File: src/nqpt_ram.sv
// generic simple dual port ram with registered read
module nqpt_ram #(
  parameter int WIDTH = 8,
  parameter int DEPTH = 8
) (
  input  logic                     clk,
  input  logic                     we,
  input  logic [$clog2(DEPTH)-1:0] waddr,
  input  logic [WIDTH-1:0]         wdata,
  input  logic [$clog2(DEPTH)-1:0] raddr,
  output logic [WIDTH-1:0]         rdata
);

  logic [WIDTH-1:0] mem [DEPTH];

  always_ff @(posedge clk) begin
    if (we) begin
      mem[waddr] <= wdata;
    end
    rdata <= mem[raddr];
  end

endmodule

File: config.mk
export PLATFORM = sky130hd
export DESIGN_NAME = nqpt_ram
export DESIGN_NICKNAME = d
export VERILOG_FILES = /design/src/nqpt_ram.sv
export SDC_FILE = /design/constraint.sdc
export NUM_CORES = 1
export LEC_CHECK = 0
export BUFFER_PORTS_ARGS = -buffer_cell sky130_fd_sc_hd__buf_2
export CORE_ASPECT_RATIO = 0.8
export CORE_UTILIZATION = 43
export DETAILED_ROUTE_END_ITERATION = 10
export MAX_ROUTING_LAYER = met4
export PLACE_DENSITY = 0.6
export SETUP_SLACK_MARGIN = 0.4
export SLEW_MARGIN = 0
export SYNTH_ARGS = -nofsm -noshare
export SYNTH_HDL_FRONTEND = slang
export SYNTH_SLANG_ARGS = --single-unit
File: constraint.sdc
create_clock -name clk -period 1.4 [get_ports clk]
set_input_delay 0.14 -clock clk [delete_from_list [all_inputs] [get_ports clk]]
set_output_delay 0.14 -clock clk [all_outputs]
set_load 0.01 [all_outputs]
==> flow_summary_export.csv, run 1 <==
group,metric,value,unit
critical_path,cp.required,1.63,ns
worst_hold_path,hp-class,"input port to flop",
final_layout,stdcell_area,0.00319,sq mm
yosys,synth-seq-cells,72,
placement,postPlaceCellArea,0.00299,sq mm
final_layout,register_area,0.00208,sq mm
sta,rsz0062_at_grt,"true",
yosys,synthFlopType,"edfxtp_1",
yosys,syn_area,0.00269,sq mm
drt,ant_nets,0,
final_layout,drive_gt1_share,50.3,%
yosys,avgSynthCellArea,23.6,sq um
global_routing,grt_pass1_vias,1264,
global_routing,antenna_found_initial,0,
placement,hpwl,2.83,mm
drt,wire_per_inst,18.0,um
floorplanning,pin_count,24,
final_layout,antennaDiodeCount,0,
yosys,synth_cells,114,
yosys,synth-async-reset-ratio,0,%
global_routing,grt_usage,15.7,%
clocking,clk_latency,0.34,ns
drt,vias,1203,
clocking,htree_levels,3,
yosys,ys_seq_area_share,77.4,%
sta,hold_violations,0,
yosys,yosysUniqueCellTypes,14,
sta,slew_violations,0,
floorplanning,die_area,0.00658,sq mm
pwr,cellPowerDensity,1340,mW/mm^2
critical_path,cp_data_arrival_time,1.47,ns
sta,fin_crit_sh,88.4,%
drt,drtIter0Drc,111,
yosys,ys_warn_count,0,
global_routing,grt_pass1_wl,6.86,mm
drt,drt_first_pass_iters,4,
critical_path,reg2regPathDepth,2,
floorplanning,core-area,0.00597,sq mm
critical_path,reg2reg_to,"rdata[1]$_DFF_P_",
sta,finalSetupTns,0,ns
floorplanning,rows,25,
pwr,vdd_drop_max,870,uV
sta,setup_viol,0,
yosys,synth_edf_count,64,
critical_path,cp_max_fo,1,
clocking,clock_path_buffers,2,
critical_path,endpoint_kind,"flop",
clocking,root_buffer,"clkbuf_8",
floorplanning,initial_core_util,45.0,%
floorplanning,die-height,72.8,um
critical_path,r2r_slack,0.16,ns
clocking,path_clk_slew,0.08,ns
global_routing,grt_overflow,0,
critical_path,critPathLaunchType,"flop",
flow_run,drv_cap,0,
critical_path,crit_end,"rdata[1]$_DFF_P_",
yosys,synth_nets,130,
final_layout,fill_cells,475,
clocking,cts_buffers,9,
critical_path,startpoint,"mem[5][1]$_DFFE_PP_",
sta,skew,0.00653,ns
critical_path,crit_type,"flop to flop",
drt,via_per_inst,5.01,
final_layout,multi_input_area,564,sq um
drt,routed_wirelength,4.31,mm
outcome,outcome,"finished, final reports clean",
final_layout,fin_nets,170,
clocking,clock-sinks,72,
floorplanning,die_w,90.5,um
sta,maxSlewHeadroom,74.1,%
sta,timing.fmax,0.808,GHz
critical_path,r2r_start,"mem[5][1]$_DFFE_PP_",
placement,port_buffers,23,
placement,gp_congestion,0.718,
worst_hold_path,min_path_cells,1,
sta,worst_slew_pin_slew,0.388,ns
pwr,p_leak,1.09,nW
clocking,cts_tree,"yes",
global_routing,grt_max_degree,17,
drt,route.detailed.drc,0,
final_layout,area_growth,18.6,%
sta,min_period,1.24,ns
-- worst min path at each step --
stage | start | end | slack [ns]
2_1_floorplan | wdata[0] | mem[0][0]$_DFFE_PP_ | 0.24
3_3_place_gp | wdata[6] | mem[5][6]$_DFFE_PP_ | 0.40
3_5_place_dp | wdata[5] | mem[4][5]$_DFFE_PP_ | 0.41
4_1_cts | wdata[0] | mem[4][0]$_DFFE_PP_ | 0.05
5_1_grt | wdata[4] | mem[1][4]$_DFFE_PP_ | 0.05
6_report | wdata[0] | mem[4][0]$_DFFE_PP_ | 0.06
-- registers in the layout, summed over array words and instances (netlist names) --
signal	count
mem	64
rdata	8
-- where the power goes --
group,internal [mW],switching [mW],total [mW]
logic,0.151,0.132,0.283
clock network,0.828,0.736,1.56
registers,2.42,0.0202,2.44
-- final cells by class --
cell class | instances | area share [%]
clock buffer | 10 | 4.00
timing repair buffer | 34 | 7.76
tap | 81 | 3.17
multi-input combinational | 37 | 17.7
sequential | 72 | 65.2
clock inverter | 6 | 2.19
-- cell usage after synthesis (2+ instances only) --
| cell | instances | area (sq um) |
|---|---|---|
| nand2b_1 | 3 | 18.8 |
| edfxtp_1 | 64 | 1920 |
| nor2_1 | 6 | 22.5 |
| mux2_2 | 8 | 90.1 |
| dfxtp_1 | 8 | 160 |
| nand2_1 | 2 | 7.51 |
| mux4_1 | 15 | 394 |
| nor3_1 | 2 | 10.0 |
-- kinds of logic after synthesis --
logic type             share of synthesized area, %
buffers and inverters                          1.63
flip-flops                                     77.4
multiplexers                                   18.8
AND/OR/NAND/NOR                                2.19
-- stage by stage --
step / setup WS, ns / util, % / hold slack, ns / cells / total power [mW]
5_1_grt: 0.112 / 53.4 / 0.0524 / 240 / 4.46
4_1_cts: 0.156 / 53.3 / 0.0451 / 240 / 4.34
2_1_floorplan: 0.173 / - / 0.239 / 114 / 2.64
6_report: 0.162 / 53.4 / 0.0649 / 240 / 4.29
3_5_place_dp: 0.0154 / 50.1 / 0.414 / 224 / 2.76
3_3_place_gp: 0.0521 / 50.1 / 0.398 / 224 / 2.75
-- metal layers --
metal	share of wire, %	global-route usage, %	vias up
li1	-	-	550
met1	43	18.0	624
met2	52	25.2	25
met3	4.9	6.67	4
met4	0.58	5.73	0
met5	0	-	-
-- repair_timing --
action | in CTS | in global routing
endpoints found under the setup margin | 8 | 8
gates resized for setup | 10 | 3
hold buffers | 0 | 0
buffers inserted | 0 | 0
pin swaps | 0 | 0
-- cell usage in the layout, fill, tap and decap left out --
cell         n
edfxtp_1    64
buf_2       23
mux4_2      16
clkbuf_8     9
dfxtp_1      8
mux2_4       7
buf_4        7
nor2_2       5
buf_12       4
nand2b_1     3
clkinvlp_4   3
nand2_1      2
clkinv_4     2
mux2_2       1
nor2_1       1
nor3_4       1
nor3_2       1
clkbuf_1     1
bufinv_16    1
-- critical path, cell delays in order (launching register included) --
cell and delay (ns):
edfxtp_1 0.39, mux4_2 0.48, mux2_2 0.26
Note: power is estimated with default switching activity, not from simulation.
==> inputs of run 2 (changes only) <==
--- a/config.mk
+++ b/config.mk
@@ -8,6 +8,7 @@
 export BUFFER_PORTS_ARGS = -buffer_cell sky130_fd_sc_hd__buf_2
 export CORE_ASPECT_RATIO = 0.8
 export CORE_UTILIZATION = 43
+export CTS_BUF_LIST = sky130_fd_sc_hd__clkbuf_4 sky130_fd_sc_hd__clkbuf_8
 export DETAILED_ROUTE_END_ITERATION = 10
 export MAX_ROUTING_LAYER = met4
 export PLACE_DENSITY = 0.6
==> run 2 against run 1 <==
Sequential cell count is the same. Core utilization up 0.063 points. Critical endpoint unchanged. Register-to-register slack about the same. Cell area is 0.12% higher. Highest routed layer unchanged. Largest cell class unchanged. Die area unchanged. Power grew 0.56%.
==> flow_summary_export.csv, run 2 (synthesis gave the netlist of run 1 again) <==
group,metric,value,unit
clocking,htree_levels,3,
critical_path,cp_max_fo,1,
final_layout,register_area,0.00208,sq mm
final_layout,drive_gt1_share,50.9,%
worst_hold_path,hp-class,"input port to flop",
final_layout,area_growth,18.8,%
floorplanning,die_w,90.5,um
pwr,cellPowerDensity,1350,mW/mm^2
critical_path,cp_data_arrival_time,1.47,ns
sta,setup_viol,0,
drt,vias,1206,
clocking,clock_path_buffers,2,
final_layout,final_common_cell,"edfxtp_1",
final_layout,fin_nets,170,
global_routing,grt_max_degree,17,
clocking,root_buffer,"clkbuf_8",
drt,drt_first_pass_iters,4,
final_layout,largestRegisters,"mem x64, rdata x8",
placement,hpwl,2.83,mm
floorplanning,die_area,0.00658,sq mm
critical_path,crit_buf_inv,0,
floorplanning,die-height,72.8,um
clocking,cts_resized,10,
clocking,hold_buffers,0,
placement,port_buffers,23,
critical_path,endpoint_kind,"flop",
final_layout,fill_cells,474,
drt,route.detailed.drc,0,
drt,routed_wirelength,4.33,mm
drt,via_per_inst,5.03,
global_routing,grt_overflow,0,
floorplanning,rows,25,
critical_path,crit_chain,"mux4_2, mux2_2",
clocking,post-cts-setup-buffer-count,0,
outcome,outcome,"finished, final reports clean",
sta,maxSlewHeadroom,74.3,%
critical_path,critPathLaunchType,"flop",
clocking,path_clk_slew,0.08,ns
pwr,vdd_drop_max,881,uV
final_layout,final_cell_mix,"64 x edfxtp_1, 23 x buf_2, 16 x mux4_2, 9 x clkbuf_8, 8 x dfxtp_1",
critical_path,reg2regPathDepth,2,
final_layout,largest_reg_flops,64,
worst_hold_path,min_path_cells,1,
placement,gp_congestion,0.718,
drt,wire_per_inst,18.1,um
floorplanning,core-area,0.00597,sq mm
final_layout,multi_input_area,564,sq um
sta,timing.fmax,0.808,GHz
final_layout,fin_util,53.5,%
global_routing,grt_usage,15.7,%
flow_run,drv_cap,0,
sta,rsz0062_at_grt,"true",
global_routing,antenna_found_initial,0,
clocking,clock-sinks,72,
critical_path,cp.required,1.63,ns
pwr,p_leak,1.09,nW
sta,fin_crit_sh,88.4,%
clocking,cts_tree,"yes",
critical_path,path_depth,2,
final_layout,regMostFlops,"mem",
critical_path,critPathSlowestCell,"mux4_2",
clocking,clk_latency,0.34,ns
sta,skew,0.00704,ns
drt,drtIter0Drc,111,
sta,finalSetupTns,0,ns
clocking,cts_buffers,9,
floorplanning,pin_count,24,
critical_path,crit_family,"multiplexers",
sta,worst_slew_pin_slew,0.386,ns
floorplanning,initial_core_util,45.0,%
sta,min_period,1.24,ns
critical_path,max_stage_delay,0.48,ns
sta,hold_violations,0,
global_routing,grt_pass1_vias,1264,
sta,slew_violations,0,
final_layout,antennaDiodeCount,0,
critical_path,crit_type,"flop to flop",
drt,ant_nets,0,
global_routing,grt_pass1_wl,6.86,mm
run 2: final cells by class:
cell class,instances,area share (%)
sequential,72,65.1
multi-input combinational,37,17.7
timing repair buffer,34,7.75
clock buffer,10,4.11
tap,81,3.17
clock inverter,6,2.19
run 2: stage by stage:
| step | setup slack, ns | total power, mW | instances | hold WS (ns) | instance area (sq um) |
|---|---|---|---|---|---|
| after detailed placement | 0.0154 | 2.76 | 224 | 0.414 | 2990 |
| after global placement | 0.0521 | 2.75 | 224 | 0.398 | 2990 |
| final | 0.162 | 4.32 | 240 | 0.0649 | 3200 |
| after global routing | 0.112 | 4.48 | 240 | 0.0526 | 3200 |
| after CTS | 0.156 | 4.36 | 240 | 0.0451 | 3190 |
| after floorplan | 0.173 | 2.64 | 114 | 0.239 | 2700 |
run 2: report_power, final:
part / internal [mW] / switching (mW) / leakage [nW]
sequential: 2.42 / 0.0201 / 0.649
clock: 0.847 / 0.741 / 0.0921
combinational: 0.151 / 0.133 / 0.353
run 2: path summary, 6_finish.rpt:
check	from	to	slack [ns]
setup reg to reg	mem[5][1]$_DFFE_PP_	rdata[1]$_DFF_P_	0.16
hold reg to reg	mem[7][6]$_DFFE_PP_	rdata[6]$_DFF_P_	0.68
setup / recovery	mem[5][1]$_DFFE_PP_	rdata[1]$_DFF_P_	0.16
hold / removal	wdata[0]	mem[4][0]$_DFFE_PP_	0.06
run 2: layer usage:
| layer | share of wire (%) | track usage [%] | wire length [um] |
|---|---|---|---|
| met3 | 4.8 | 6.67 | 207 |
| met2 | 52 | 25.2 | 2240 |
| met1 | 43 | 18.0 | 1860 |
| met5 | 0 | - | 0 |
| met4 | 0.48 | 5.73 | 21 |
